`src/hdl/conv3x3_spatial_filter_top_macros.svh`:
```
// ----------------------------------------------------------------------------
// conv3x3 spatial filter assertion macros
// Shared concurrent assertion forms for the filter's modules
// ----------------------------------------------------------------------------
`ifndef CONV3X3_SPATIAL_FILTER_TOP_MACROS_SVH
`define CONV3X3_SPATIAL_FILTER_TOP_MACROS_SVH

// same-cycle implication, disabled while in reset
`define CONV3_ASSERT_IMPL(label, clk, rst_n, ante, cons) \
    label: assert property (@(posedge clk) disable iff (!rst_n) (ante) |-> (cons)) \
        else $error("conv3 filter check failed");

// next-cycle implication, disabled while in reset
`define CONV3_ASSERT_NEXT(label, clk, rst_n, ante, cons) \
    label: assert property (@(posedge clk) disable iff (!rst_n) (ante) |=> (cons)) \
        else $error("conv3 filter check failed");

`endif

```
`src/hdl/conv3_pkg.sv`:
```
// ----------------------------------------------------------------------------
// conv3 package
// Types, widths and register codes shared by the 3x3 filter modules
// ----------------------------------------------------------------------------
package conv3_pkg;

    localparam int PIX_W          = 8;
    localparam int COEF_W         = 16;
    localparam int COEF_FRAC_BITS = 8;
    localparam int PROD_W         = PIX_W + 1 + COEF_W;
    localparam int CSUM_W         = PROD_W + 2;
    localparam int SUM_W          = CSUM_W + 2;
    localparam int CFG_DATA_W     = 48;
    localparam int CFG_IDX_W      = 3;
    localparam int DIM_W          = 12;
    localparam int ROW_W          = DIM_W + 1;
    localparam int PIX_MAX        = 255;

    // highest row count a frame can reach, tallest frame plus one
    localparam logic [ROW_W-1:0] ROW_LIMIT = ROW_W'(1 << DIM_W);

    // register reset values
    localparam logic [CFG_DATA_W-1:0] COEF_ROW0_RST = '0;
    localparam logic [CFG_DATA_W-1:0] COEF_ROW1_RST = CFG_DATA_W'(256);
    localparam logic [CFG_DATA_W-1:0] COEF_ROW2_RST = '0;
    localparam logic [DIM_W-1:0]      WIDTH_RST     = DIM_W'(640);
    localparam logic [DIM_W-1:0]      HEIGHT_RST    = DIM_W'(480);

    typedef enum logic [CFG_IDX_W-1:0] {
        REG_COEF_ROW0    = 3'd0,
        REG_COEF_ROW1    = 3'd1,
        REG_COEF_ROW2    = 3'd2,
        REG_FRAME_WIDTH  = 3'd3,
        REG_FRAME_HEIGHT = 3'd4
    } t_cfg_reg;

    typedef logic [PIX_W-1:0]         t_pix;
    typedef t_pix [2:0]               t_col;   // [0] top, [1] middle, [2] bottom
    typedef logic signed [COEF_W-1:0] t_coef;
    typedef t_coef [2:0]              t_kcol;  // kernel column, top to bottom

    typedef struct packed {
        logic step;       // a column enters the chain
        logic clr;        // row start: the cell empties instead of taking its input
        logic snap_zero;  // row start: the cell offers a zero column to the kernel
        logic mac_en;     // the column sum register may load
    } t_cell_ctrl;

endpackage

```
`src/hdl/conv3_cell.sv`:
```
// ----------------------------------------------------------------------------
// conv3 window cell
// One column of the 3x3 window with its three kernel taps and column sum
// ----------------------------------------------------------------------------
module conv3_cell (
    input  logic                               i_clk,
    input  logic                               i_rst_n,
    input  conv3_pkg::t_cell_ctrl              i_ctrl,
    input  conv3_pkg::t_col                    i_shift_in,
    input  conv3_pkg::t_kcol                   i_coef,
    output conv3_pkg::t_col                    o_col,
    output logic signed [conv3_pkg::CSUM_W-1:0] o_colsum
);
    import conv3_pkg::*;

    t_col                     r_col;
    t_col                     r_snap;
    logic signed [CSUM_W-1:0] r_colsum;
    logic signed [PROD_W-1:0] w_prod [3];
    logic signed [CSUM_W-1:0] n_colsum;

    // window column, handed on to the left neighbour on every step
    always_ff @(posedge i_clk) begin
        if (!i_rst_n) begin
            r_col <= '0;
        end else if (i_ctrl.step) begin
            r_col <= i_ctrl.clr ? '0 : i_shift_in;
        end
    end

    // column as the kernel sees it for this output
    always_ff @(posedge i_clk) begin
        if (i_ctrl.step) begin
            r_snap <= i_ctrl.snap_zero ? '0 : i_shift_in;
        end
    end

    // three taps and their sum
    always_comb begin
        for (int r = 0; r < 3; r++) begin
            w_prod[r] = PROD_W'($signed({1'b0, r_snap[r]})) * PROD_W'(i_coef[r]);
        end
        n_colsum = CSUM_W'(w_prod[0]) + CSUM_W'(w_prod[1]) + CSUM_W'(w_prod[2]);
    end

    always_ff @(posedge i_clk) begin
        if (i_ctrl.mac_en) begin
            r_colsum <= n_colsum;
        end
    end

    assign o_col    = r_col;
    assign o_colsum = r_colsum;

endmodule

```
`config.mk`:
```
export PLATFORM = sky130hd
export DESIGN_NAME = conv3_cell
export DESIGN_NICKNAME = d
export VERILOG_FILES = /design/src/hdl/conv3x3_spatial_filter_top_macros.svh /design/src/hdl/conv3_pkg.sv /design/src/hdl/conv3_cell.sv
export SDC_FILE = /design/constraint.sdc
export NUM_CORES = 1
export LEC_CHECK = 0
export BUFFER_PORTS_ARGS = -buffer_cell sky130_fd_sc_hd__buf_2
export CORE_MARGIN = 5
export CORE_UTILIZATION = 50
export CTS_CLUSTER_SIZE = 30
export DETAILED_ROUTE_END_ITERATION = 7
export GPL_TIMING_DRIVEN = 0
export PLACE_DENSITY = 0.68
export SETUP_SLACK_MARGIN = 0.05
export SLEW_MARGIN = 0
export SYNTH_ARGS = -nofsm -noshare
export SYNTH_HDL_FRONTEND = slang
export SYNTH_SLANG_ARGS = --single-unit
```
`constraint.sdc`:
```
create_clock -name i_clk -period 10.1 [get_ports i_clk]
set_input_delay 0.505 -clock i_clk [delete_from_list [all_inputs] [get_ports i_clk]]
set_output_delay 0.505 -clock i_clk [all_outputs]
set_load 0.01 [all_outputs]
```
; Word level (Yosys, flattened, before mapping)
; Cells that the tools add are included.
; W data, S select, Z words.
[op_classes]
addsub = 2
n_mul = 3
mux = 1
[op_table]
columns = op, n
row1 = $mul A9 B16 Y25, 3
row2 = $add A26 B25 Y27, 1
row3 = $add A25 B25 Y26, 1
row4 = $mux W24, 1
[word_totals]
ff_bits = 75
input_bits = 78
out_inout_bits = 51
wordCells = 13

; Depth between registers and ports, before layout
; Gate-level depths: netlist (run 1).
[logic_depth]
ltp_word = 3
ltp_mapped = 23
mapped_depth_nobuf = 22

; Least setup slack after synthesis (run 1)
; OpenSTA, ideal clock, no wires.
[synth_timing]
path_kind = in2reg
startpoint = in i_coef[47] (netlist bit)
endpoint = reg r_colsum[19], in the netlist o_colsum[19] (data pin)
arrival_ps = 5949
required_ps = 9839
setup_slack_ps = 3890
cell_stages = 21
cell_sequence = clkbuf_1 > nand2_1 > inv_1 > fa_1 > fa_1 > inv_1 > fa_1 > fa_1 > inv_1 > fa_1 > fa_1 > inv_1 > fa_1 > inv_1 > ha_1 > buf_6 > and4_1 > a221oi_4 > nand2_2 > a21o_1 > a311o_1
[synth_between]
elab_chain_len = 2
[synth_lines]
columns = item, line
row1 = "start, declared", conv3_cell.sv:10  ; input conv3_pkg::t_kcol i_coef,
row2 = $mul A9 B16 Y25, conv3_cell.sv:41  ; w_prod[r] = PROD_W'($signed({1'b0, r_snap[r]})) * PROD_W'(i_coef[r]);
row3 = $add A26 B25 Y27, conv3_cell.sv:43  ; n_colsum = CSUM_W'(w_prod[0]) + CSUM_W'(w_prod[1]) + CSUM_W'(w_prod[2]);
row4 = net n_colsum[19], conv3_cell.sv:20  ; logic signed [CSUM_W-1:0] n_colsum;
row5 = "end signal, assigned", conv3_cell.sv:48  ; r_colsum <= n_colsum;
row6 = "end, declared", conv3_cell.sv:18  ; logic signed [CSUM_W-1:0] r_colsum;
; The timed path passes the listed nets, and every way through them passes these cells.
; A chain may end at the register's enable or synchronous reset.

; Worst setup path after layout (run 1)
[layout_timing]
startpoint = reg r_snap[3] (netlist bit)
endpoint = reg r_colsum[19], in the netlist o_colsum[19] (data pin)
[layout_between]
elab_chain_len = 3
[layout_lines]
columns = item, line
row1 = "start, declared", conv3_cell.sv:17  ; t_col r_snap;
row2 = "start signal, assigned", conv3_cell.sv:34  ; r_snap <= i_ctrl.snap_zero ? '0 : i_shift_in;
row3 = $mul A9 B16 Y25, conv3_cell.sv:41
row4 = $add A25 B25 Y26, conv3_cell.sv:43
row5 = $add A26 B25 Y27, conv3_cell.sv:43
row6 = net n_colsum[19], conv3_cell.sv:20
; The timed path passes the listed nets, and every way through them passes these cells.

==> results of run 1 <==
## logic make-up after synthesis
| logic type | count (synthesis) |
|---|---|
| adder cells (fa/ha/maj) | 523 |
| XOR/XNOR | 28 |
| AND/OR/NAND/NOR | 510 |
| flip-flops | 75 |
| buffers and inverters | 549 |
| multiplexers | 1 |
| AO/OA/AOI/OAI | 88 |
## critical path, stage by stage, from the launching register on
cell,delay [ns]
edfxtp_1,0.63
clkbuf_1,0.49
nand2_1,0.18
fa_1,0.53
fa_1,0.54
fa_1,0.51
fa_1,0.51
inv_1,0.05
fa_1,0.49
fa_1,0.49
inv_1,0.05
fa_1,0.51
inv_1,0.05
ha_1,0.28
buf_6,0.14
nand4_1,0.13
nor2_1,0.09
a32oi_1,0.56
nand2_2,0.16
a21o_1,0.21
a311o_1,0.34
## per-stage QoR
stage / cells / hold slack [ns] / worst slack, ns
2_1_floorplan: 1774 / 0.617 / 3.89
3_3_place_gp: 2348 / 0.587 / 3.09
3_5_place_dp: 2348 / 0.602 / 3.03
4_1_cts: 2364 / 0.403 / 3.01
5_1_grt: 2364 / 0.411 / 2.67
6_report: 2364 / 0.412 / 2.89
## cell type report
class / count / area (um^2) / share of cell area [%]
Buffer: 38 / 173 / 0.927
Clock inverter: 7 / 67.6 / 0.363
Clock buffer: 9 / 225 / 1.21
Tap cell: 448 / 561 / 3.01
Multi-Input combinational cell: 1150 / 13000 / 70.0
Sequential cell: 75 / 2010 / 10.8
Timing Repair Buffer: 126 / 631 / 3.39
Inverter: 511 / 1920 / 10.3
## layer usage
| metal | up-vias | GRT usage (%) | share of wire (%) |
|---|---|---|---|
| li1 | 5398 | - | - |
| met1 | 6089 | 26.3 | 38 |
| met2 | 298 | 39.2 | 54 |
| met3 | 49 | 3.53 | 5.8 |
| met4 | 4 | 5.35 | 2.4 |
| met5 | - | 0 | 0.050 |
## synth_stat cells (all sizes together), types with 2 or more instances
cell type,n,area share [%]
nor2b,73,2.7
and3,3,0.11
o21a,4,0.18
nor3,9,0.32
inv,511,11
a31oi,3,0.20
buf,4,0.26
dfxtp,24,2.8
o211ai,2,0.12
nand3,8,0.23
nand2,227,5.0
nand2b,2,0.073
clkbuf,34,0.74
o21ai,10,0.34
a21oi,45,1.4
and2,171,6.2
a221oi,2,0.20
a211oi,2,0.12
edfxtp,51,8.9
o22ai,2,0.073
xnor2,19,0.97
o21bai,3,0.13
a21o,5,0.23
xor2,9,0.46
ha,122,8.9
nor2,11,0.24
nand4,2,0.073
fa,401,47
## worst max-delay path by stage
stage / slack [ns] / cells past startpoint / end
floorplan: 3.89 / 21 / o_colsum[19]
global placement: 3.09 / 20 / o_colsum[19]
detailed placement: 3.03 / 20 / o_colsum[19]
CTS: 3.01 / 20 / o_colsum[19]
global route: 2.67 / 20 / o_colsum[19]
finish: 2.89 / 20 / o_colsum[19]
## state kept, by name, indices dropped and copies added, names as in the netlist
name,flops
o_col,24
o_colsum,27
r_snap,24
==> results.md, run 1 <==
- Drt pass-1 iters: 5
- Root Buffer: clkbuf_16
- EDFF count, synth: 51
- RSZ-0062 raised after global routing: no
- Share of layout cells above drive strength 1: 8.66%
- Gate Count Post-Synth: 1774
- Worst hold stages: 3
- Synth Area in Simple Gates: 15.2%
- Post-Synth Adder-Cell Area: roughly 56%
- Synth Area per Inst: 9.66 um^2
- Wire length per cell: 16.2 um
- H-tree levels: 3
- HPWL after DPL: 34600 um
- Reg2Reg Depth: 20
- Postcts setup bufs: 0
- XOR/XNOR share of the synthesized area: 1.43%
- Kind of critical path: flop to flop
- Period Utilization, post-route: around 70%
- Total Routed Length: about 38000 um
- Crit path launch: r_snap[3]
- Starting DRT DRC Count: 620
- Mux cell area share after synthesis: less than 1%
- I/O pin cnt: 129
- Most frequent cells in the layout: inv_1, fa_1, nand2_1
- ANT cells: 0
- Synth Flop Type: edfxtp_1
- Final hold vios: 0
- Critical Path Start Type: flop
- Via count: roughly 12000
- Syn Nets: between 2000 and 2500
- Final setup viols: 0
- Final ANT Viol Nets: 0
- Cts hold-fix bufs: 0
- Slew @ Worst Pin: 0.645 ns
- Commonest non-fill, non-tap cell in the layout: inv_1
- Slew Limit Fails: 0
- Max Cap Viol: 0
- Via/cell ratio: 5.01
- Post-cts resize count: 0
- Largest net degree at the start of global routing: 33
- Total Routing Usage GR: a little over a fifth
- Reg2Reg Setup Slack: 2.89 ns
- Min-Delay Startpoint: i_shift_in[18]
- Grt ovf: 0
- Reg2reg end: o_colsum[19]
- Ys async rst share: 0%
- Ys Warns: 0
- Initial antenna violation count: 2
- Initial Utilization: 50.9%
- Slew HR: 57.0%
- First-pass GRT wire length: 64400 um
- Status: complete, no violations
- Synth-to-Final Area Change: 8.66%
- Fin util: between 50% and 60%
- Cell Area, Synth: 17100 um^2
- Setup crit end kind: flop
- Area post-placement: 18300 um^2
- #FFs+latches synth: 75
- Total CTS buffers: 9
- RePlAce Congestion: 0.899
- CTS tree: built
- Yosys cell types: 54
- Clock-pin slew on the worst setup and hold paths: 0.07 ns
- Post-route cell area: 18600 um^2
- CP max FO: 10
- WP data required: slightly above 10 ns
- Hold endpoint: o_col[18]
- Die width: just under 200 um
- Fmax: approximately 140 MHz
- Number of global-route vias before repair: 12902
- Compound-cell area share of the yosys netlist: 3.67%
- Critical Path AT: about 7.3 ns
- Die area: approximately 38000 um^2
- Main combinational cell family by area after synthesis: adder cells
- DRC Markers: 0
- Core box area: 33700 um^2
- Clk sinks: 75
- RR Startpoint: r_snap[3]
- Worst-Skew Late Latency: 0.36 ns
- Worst-case clock skew: 0.00710 ns
- Worst hold path class: input port to flop
- Setup_tns: 0 ns
- CTS Buffer Depth: 2
- Row cnt: 67
- Register area share after synthesis: 11.7%
- Fill cells: approximately 3100
- PortBufs: approximately 130
- Nets@finish: 2512
- Fin crit period: 7.21 ns
- DIE HEIGHT: 195 um
Power of run 1 is left out: the tool's default activity adds up to more than one toggle a clock period on the data nets, which glitch-free logic cannot reach.
==> inputs of run 2 (changes only) <==
--- a/config.mk
+++ b/config.mk
@@ -11,7 +11,7 @@
 export CTS_CLUSTER_SIZE = 30
 export DETAILED_ROUTE_END_ITERATION = 7
 export GPL_TIMING_DRIVEN = 0
-export PLACE_DENSITY = 0.68
+export PLACE_DENSITY = 0.71
 export SETUP_SLACK_MARGIN = 0.05
 export SLEW_MARGIN = 0
 export SYNTH_ARGS = -nofsm -noshare
==> constraint.sdc (replaced) <==
create_clock -name i_clk -period 6.6 [get_ports i_clk]
set_input_delay 0.33 -clock i_clk [delete_from_list [all_inputs] [get_ports i_clk]]
set_output_delay 0.33 -clock i_clk [all_outputs]
set_load 0.01 [all_outputs]
==> run 2 against run 1 <==
  * The flow now finishes with violations (DRC)
  * Count of clock-buffer cells in the layout stayed put
  * Cell area increased by 3.2%
  * Non-clock buffer count grew 40
  * Wire length grew 1.8%
  * Core utilization up 1.8 points
  * Critical path type unchanged
  * Fmax up 12%
==> results.md, run 2 (synthesis gave the netlist of run 1 again) <==
- Critical path buffers and inverters: 5 (unchanged)
- Worst-Skew Late Latency: 0.35 ns (was 0.36 ns)
- Synth-to-Final Area Change: 12.1% (was 8.66%)
- Max reg flops: 27 (unchanged)
- Worst hold path class: input port to flop (unchanged)
- Starting DRT DRC Count: 587 (was 620)
- Via/cell ratio: 5.04 (was 5.01)
- Status: complete, but fails checks (was complete, no violations)
- Clk sinks: 75 (unchanged)
- HPWL after DPL: 34100 um (was 34600 um)
- Min-Delay Startpoint: i_shift_in[19] (was i_shift_in[18])
- PortBufs: 126 (unchanged)
- Grt ovf: 0 (unchanged)
- Critical path's top delay family: adder cells (unchanged)
- Worst-case clock skew: 0.00918 ns (was 0.00710 ns)
- Cts hold-fix bufs: 0 (unchanged)
- Row cnt: 67 (unchanged)
- Fin util: 57.0% (was 55.3%)
- Max Cap Viol: 0 (unchanged)
- RR Startpoint: r_snap[5] (was r_snap[3])
- Worst Setup Slack, final: 0.188 ns (was 2.89 ns)
- Failing checks: DRC
- CTS Buffer Depth: 2 (unchanged)
- H-tree levels: 3 (unchanged)
- Total Routing Usage GR: 21.3% (was 21.4%)
- Total Routed Length: 39000 um (was 38400 um)
- Nets@finish: 2552 (was 2512)
- Critical Path Start Type: flop (unchanged)
- I/O pin cnt: 129 (unchanged)
- Slew @ Worst Pin: 0.628 ns (was 0.645 ns)
- Pre-CTS setup slack: -0.518 ns (was 3.03 ns)
- Root Buffer: clkbuf_16 (unchanged)
- Setup crit end kind: flop (unchanged)
- RePlAce Congestion: 0.909 (was 0.899)
- Wire length per cell: 16.2 um (about the same)
- Slew HR: 58.1% (was 57.0%)
- Reg2Reg Setup Slack: 0.19 ns (was 2.89 ns)
- CTS tree: built (unchanged)
- RSZ-0062 raised after global routing: yes (was no)
- CP max FO: 10 (unchanged)
- Clock-pin slew on the worst setup and hold paths: 0.07 ns (about the same)
- Slew Limit Fails: 0 (unchanged)
- Period Utilization, post-route: 97.2% (was 71.4%)
- Final setup viols: 0 (unchanged)
- Initial Utilization: 50.9% (unchanged)
- Total CTS buffers: 9 (unchanged)
- Number of global-route vias before repair: 12969 (was 12902)
- Die area: 38100 um^2 (unchanged)
- Share of layout cells above drive strength 1: 13.3% (was 8.66%)
- Reg2Reg Depth: 20 (unchanged)
- DIE HEIGHT: 195 um (unchanged)
- Crit path largest cell delay: 0.53 ns (was 0.63 ns)
- Worst setup path end: o_colsum[19] (unchanged)
- Commonest non-fill, non-tap cell in the layout: inv_1 (unchanged)
- Reg2reg end: o_colsum[19] (unchanged)
- Fin crit period: 6.41 ns (was 7.21 ns)
- Most frequent cells in the layout: inv_1, fa_1, nand2_1 (unchanged)
- Fin Hold WS: 0.242 ns (was 0.412 ns)
- First-pass GRT wire length: 64300 um (was 64400 um)
- Most frequent cell on the critical path: fa_1 (unchanged)
- Final ANT Viol Nets: 0 (unchanged)
- Critical-path cell list: buf_4, nand2_1, fa_1, fa_1, fa_1, fa_1, inv_1, fa_1, fa_1, inv_1, fa_1, inv_1, ha_1, buf_6, a21oi_4, o21ai_4, a221oi_4, nand2_2, a21o_1, a311o_1 (was clkbuf_1, nand2_1, fa_1, fa_1, fa_1, fa_1, inv_1, fa_1, fa_1, inv_1, fa_1, inv_1, ha_1, buf_6, nand4_1, nor2_1, a32oi_1, nand2_2, a21o_1, a311o_1)
- Drt pass-1 iters: 8 (was 5)
- Final hold vios: 0 (unchanged)
- Critical path depth: 20 (unchanged)
- DRC Markers: 3 (was 0)
- Fmax: 156 MHz (was 139 MHz)
- Crit path launch: r_snap[5] (was r_snap[3])
- WP data required: 6.70 ns (was 10.20 ns)
- Initial antenna violation count: 4 (was 2)
- Critical-path top delay cell: edfxtp_1 (unchanged)
- Core box area: 33700 um^2 (unchanged)
- Largest net degree at the start of global routing: 33 (unchanged)
- Critical Path AT: 6.52 ns (was 7.31 ns)
- Via count: 12127 (was 11838)
- Die width: 195 um (unchanged)
- Kind of critical path: flop to flop (unchanged)
==> run 2: cell count changes in the layout (fill, tap and decap cells not counted), moves of 7 or more <==
cell,before,now
clkbuf_1,34,12
buf_4,0,39
buf_6,4,19
ha_2,0,8
fa_2,0,9
fa_1,401,392
ha_1,122,113
clkbuf_2,0,7
==> run 2: how the worst min path moves through the flow <==
stage / end / slack (ns) / cells after the start
after floorplan: o_colsum[0] / 0.44 / 0
after global placement: o_col[22] / 0.59 / 3
after detailed placement: o_col[23] / 0.59 / 3
after CTS: o_col[19] / 0.23 / 3
after global routing: o_col[11] / 0.25 / 3
final: o_col[19] / 0.24 / 3
==> run 2: cell type report <==
| class | count | area (um^2) |
|---|---|---|
| fillers | 2981 | 14500 |
| multi-input cells | 1150 | 13200 |
| flip-flops and latches | 75 | 2010 |
| inverters | 511 | 1920 |
| repair buffers | 166 | 953 |
| well taps | 448 | 561 |
| plain buffers | 38 | 272 |
| clock buffers | 9 | 225 |
| clock inverters | 7 | 66.3 |
| diodes | 1 | 2.50 |
==> run 2: per-stage QoR <==
step           setup TNS, ns  instance area [um^2]  std cells
2_1_floorplan              0                 17100       1774
3_3_place_gp           -1.89                 18300       2348
3_5_place_dp           -2.91                 18300       2348
4_1_cts                    0                 18800       2383
5_1_grt              -0.0428                 19200       2404
6_report                   0                 19200       2405
==> run 2: worst reg2reg max path, cell delays in order (launching register included) <==
cell	delay, ns
edfxtp_1	0.53
buf_4	0.25
nand2_1	0.08
fa_1	0.51
fa_1	0.48
fa_1	0.52
fa_1	0.52
inv_1	0.05
fa_1	0.44
fa_1	0.51
inv_1	0.05
fa_1	0.51
inv_1	0.05
ha_1	0.28
buf_6	0.15
a21oi_4	0.15
o21ai_4	0.09
a221oi_4	0.34
nand2_2	0.12
a21o_1	0.19
a311o_1	0.34
==> run 2: layer usage <==
layer / up-vias / routed length, um / global-route usage, %
li1: 5477 / - / -
met1: 6223 / 14900 / 27.0
met2: 351 / 20500 / 37.9
met3: 68 / 2630 / 3.96
met4: 8 / 973 / 5.28
met5: - / 42 / 0
==> run 2: what timing repair did <==
| item | in CTS | in global routing |
|---|---|---|
| setup endpoints to repair | 14 | 13 |
| buffers inserted | 19 | 20 |
| endpoints found under the hold margin | 0 | 0 |
| pin swaps | 2 | 24 |
| cloned | 0 | 1 |
| gates resized for setup | 31 | 91 |
Power of run 2 is left out for the same reason.
==> inputs of run 3 (changes only) <==
--- a/config.mk
+++ b/config.mk
@@ -7,11 +7,11 @@
 export LEC_CHECK = 0
 export BUFFER_PORTS_ARGS = -buffer_cell sky130_fd_sc_hd__buf_2
 export CORE_MARGIN = 5
-export CORE_UTILIZATION = 50
+export CORE_UTILIZATION = 58
 export CTS_CLUSTER_SIZE = 30
 export DETAILED_ROUTE_END_ITERATION = 7
 export GPL_TIMING_DRIVEN = 0
-export PLACE_DENSITY = 0.71
+export PLACE_DENSITY = 0.8
 export SETUP_SLACK_MARGIN = 0.05
 export SLEW_MARGIN = 0
 export SYNTH_ARGS = -nofsm -noshare
==> run 3 against run 2 <==
  * The flow now finishes without violations
  * Wire length grew 3.6%
  * Critical path depth grew 2
  * Non-clock buffer count grew 11
  * Sequential share of layout area shrank 0.075 points
  * Count of clock-buffer cells in the layout is the same
  * Die area shrank 13%
  * Clock skew grew 0.00099 ns
  * Critical endpoint is now o_colsum[24]
==> results.md, run 3 (synthesis gave the netlist of run 1 again) <==
- Kind of critical path: flop to flop (unchanged)
- I/O pin cnt: 129 (unchanged)
- CTS Buffer Depth: 2 (unchanged)
- Fill cells: 2288 (was 2981)
- Status: complete, no violations (was complete, but fails checks)
- Core box area: 29400 um^2 (was 33700 um^2)
- Total Routing Usage GR: 25.4% (was 21.3%)
- Worst-case clock skew: 0.0102 ns (was 0.00918 ns)
- Initial antenna violation count: 1 (was 4)
- Grt ovf: 0 (unchanged)
- Total Routed Length: 40400 um (was 39000 um)
- Synth-to-Final Area Change: 12.9% (was 12.1%)
- Critical Path Start Type: flop (unchanged)
- Drt pass-1 iters: 5 (was 8)
- WP data required: 6.81 ns (was 6.70 ns)
- Fmax: 154 MHz (was 156 MHz)
- Via/cell ratio: 5.27 (was 5.04)
- Slew Limit Fails: 0 (unchanged)
- DRC Markers: 0 (was 3)
- H-tree levels: 3 (unchanged)
- Nets@finish: 2563 (was 2552)
- Period Utilization, post-route: 98.2% (was 97.2%)
- HPWL after DPL: 34200 um (was 34100 um)
- Clk sinks: 75 (unchanged)
- Row cnt: 63 (was 67)
- Final setup viols: 0 (unchanged)
- Final ANT Viol Nets: 0 (unchanged)
- Root Buffer: clkbuf_16 (unchanged)
- Clock-pin slew on the worst setup and hold paths: 0.07 ns (about the same)
- Via count: 12417 (was 12127)
- RePlAce Congestion: 0.913 (was 0.909)
- Initial Utilization: 58.3% (was 50.9%)
- RSZ-0062 raised after global routing: yes (unchanged)
- Worst hold path class: input port to flop (unchanged)
- Fin crit period: 6.48 ns (was 6.41 ns)
- Most frequent cells in the layout: inv_1, fa_1, nand2_1 (unchanged)
- Starting DRT DRC Count: 849 (was 587)
- Slew @ Worst Pin: 0.640 ns (was 0.628 ns)
- Largest net degree at the start of global routing: 33 (unchanged)
- DIE HEIGHT: 182 um (was 195 um)
- Total CTS buffers: 9 (unchanged)
- CP max FO: 7 (was 10)
- Commonest non-fill, non-tap cell in the layout: inv_1 (unchanged)
- Critical Path AT: 6.69 ns (was 6.52 ns)
- Cts hold-fix bufs: 0 (unchanged)
- Final hold vios: 0 (unchanged)
- CTS tree: built (unchanged)
- Non-filler cells in the finished layout: 2358 (was 2405)
- Die width: 182 um (was 195 um)
- Slew HR: 57.3% (was 58.1%)
- Share of layout cells above drive strength 1: 14.8% (was 13.3%)
- Max Cap Viol: 0 (unchanged)
- Worst-Skew Late Latency: 0.35 ns (about the same)
- Max reg flops: 27 (unchanged)
- Die area: 33100 um^2 (was 38100 um^2)
- Number of global-route vias before repair: 13710 (was 12969)
- Dpl cells: 2290 (was 2348)
- Setup crit end kind: flop (unchanged)
- First-pass GRT wire length: 65900 um (was 64300 um)
- PortBufs: 126 (unchanged)
- Wire length per cell: 17.2 um (was 16.2 um)
==> run 3: cell count changes in the layout (fill, tap and decap cells not counted), moves of 3 or more <==
cell and delta:
clkinv_2 +3, nand2_1 -5, buf_6 +3, fa_2 +4
fa_1 -4, ha_1 -3, inv_2 +5, buf_4 +3
inv_1 -5, buf_8 +4, inv_8 -3, nand2_2 +4
ha_4 +3
==> run 3: final timing paths <==
kind,end,depth (start not counted),slack [ns],startpoint
worst min register to register,o_col[0],3,0.62,o_col[0]
worst max-delay path,o_colsum[24],22,0.12,r_snap[18]
worst max register to register,o_colsum[24],22,0.12,r_snap[18]
worst min-delay path,o_col[0],3,0.24,i_shift_in[0]
==> run 3: worst max-delay path: stages, from the launching register on <==
cell	delay, ns
edfxtp_1	0.46
buf_6	0.17
and2_1	0.15
fa_2	0.55
buf_4	0.17
fa_1	0.48
inv_1	0.06
fa_2	0.51
inv_1	0.05
fa_1	0.42
inv_1	0.09
fa_1	0.42
fa_1	0.51
fa_1	0.58
inv_2	0.07
ha_4	0.21
buf_6	0.13
a21o_1	0.15
a31o_1	0.22
nor3_2	0.24
a31oi_4	0.17
a2111o_1	0.43
nand3_2	0.09
==> run 3: per-layer routing <==
layer	global-route usage (%)	routed length (um)	up-vias	share of wire, %
met2	45.1	21100	534	52
met3	5.39	3170	130	7.8
met5	0	0	-	0
li1	-	-	5498	-
met4	11.3	2060	0	5.1
met1	29.6	14100	6255	35
==> run 3: what timing repair did <==
item                                    4_1_cts  5_1_grt
pin swaps                                     1       44
endpoints found under the setup margin       14       13
endpoints found under the hold margin         0        0
buffers inserted                             18       33
resized for setup                            34      115
cloned                                        0        2
==> run 3: stage by stage <==
| stage | setup TNS (ns) | worst slack, ns | hold WS, ns | area (um^2) | utilization [%] |
|---|---|---|---|---|---|
| final | 0 | 0.120 | 0.238 | 19400 | 65.8 |
| after global routing | -0.0287 | -0.0191 | 0.246 | 19400 | 65.8 |
| after CTS | 0 | 0.0536 | 0.237 | 18800 | 63.9 |
| after detailed placement | -2.62 | -0.491 | 0.600 | 18300 | 62.1 |
| after global placement | -1.82 | -0.431 | 0.582 | 18300 | 62.1 |
| after floorplan | 0 | 0.463 | 0.442 | 17100 | - |
==> run 3: final cells by class <==
type	count	area (um^2)	share of cell area, %
diodes	1	2.50	0.0129
clock buffers	9	225	1.16
plain buffers	36	298	1.54
inverters	511	1920	9.91
well taps	390	488	2.52
repair buffers	179	1100	5.69
multi-input cells	1150	13200	68.4
flip-flops and latches	75	2010	10.4
clock inverters	7	68.8	0.355
Power of run 3 is left out for the same reason.
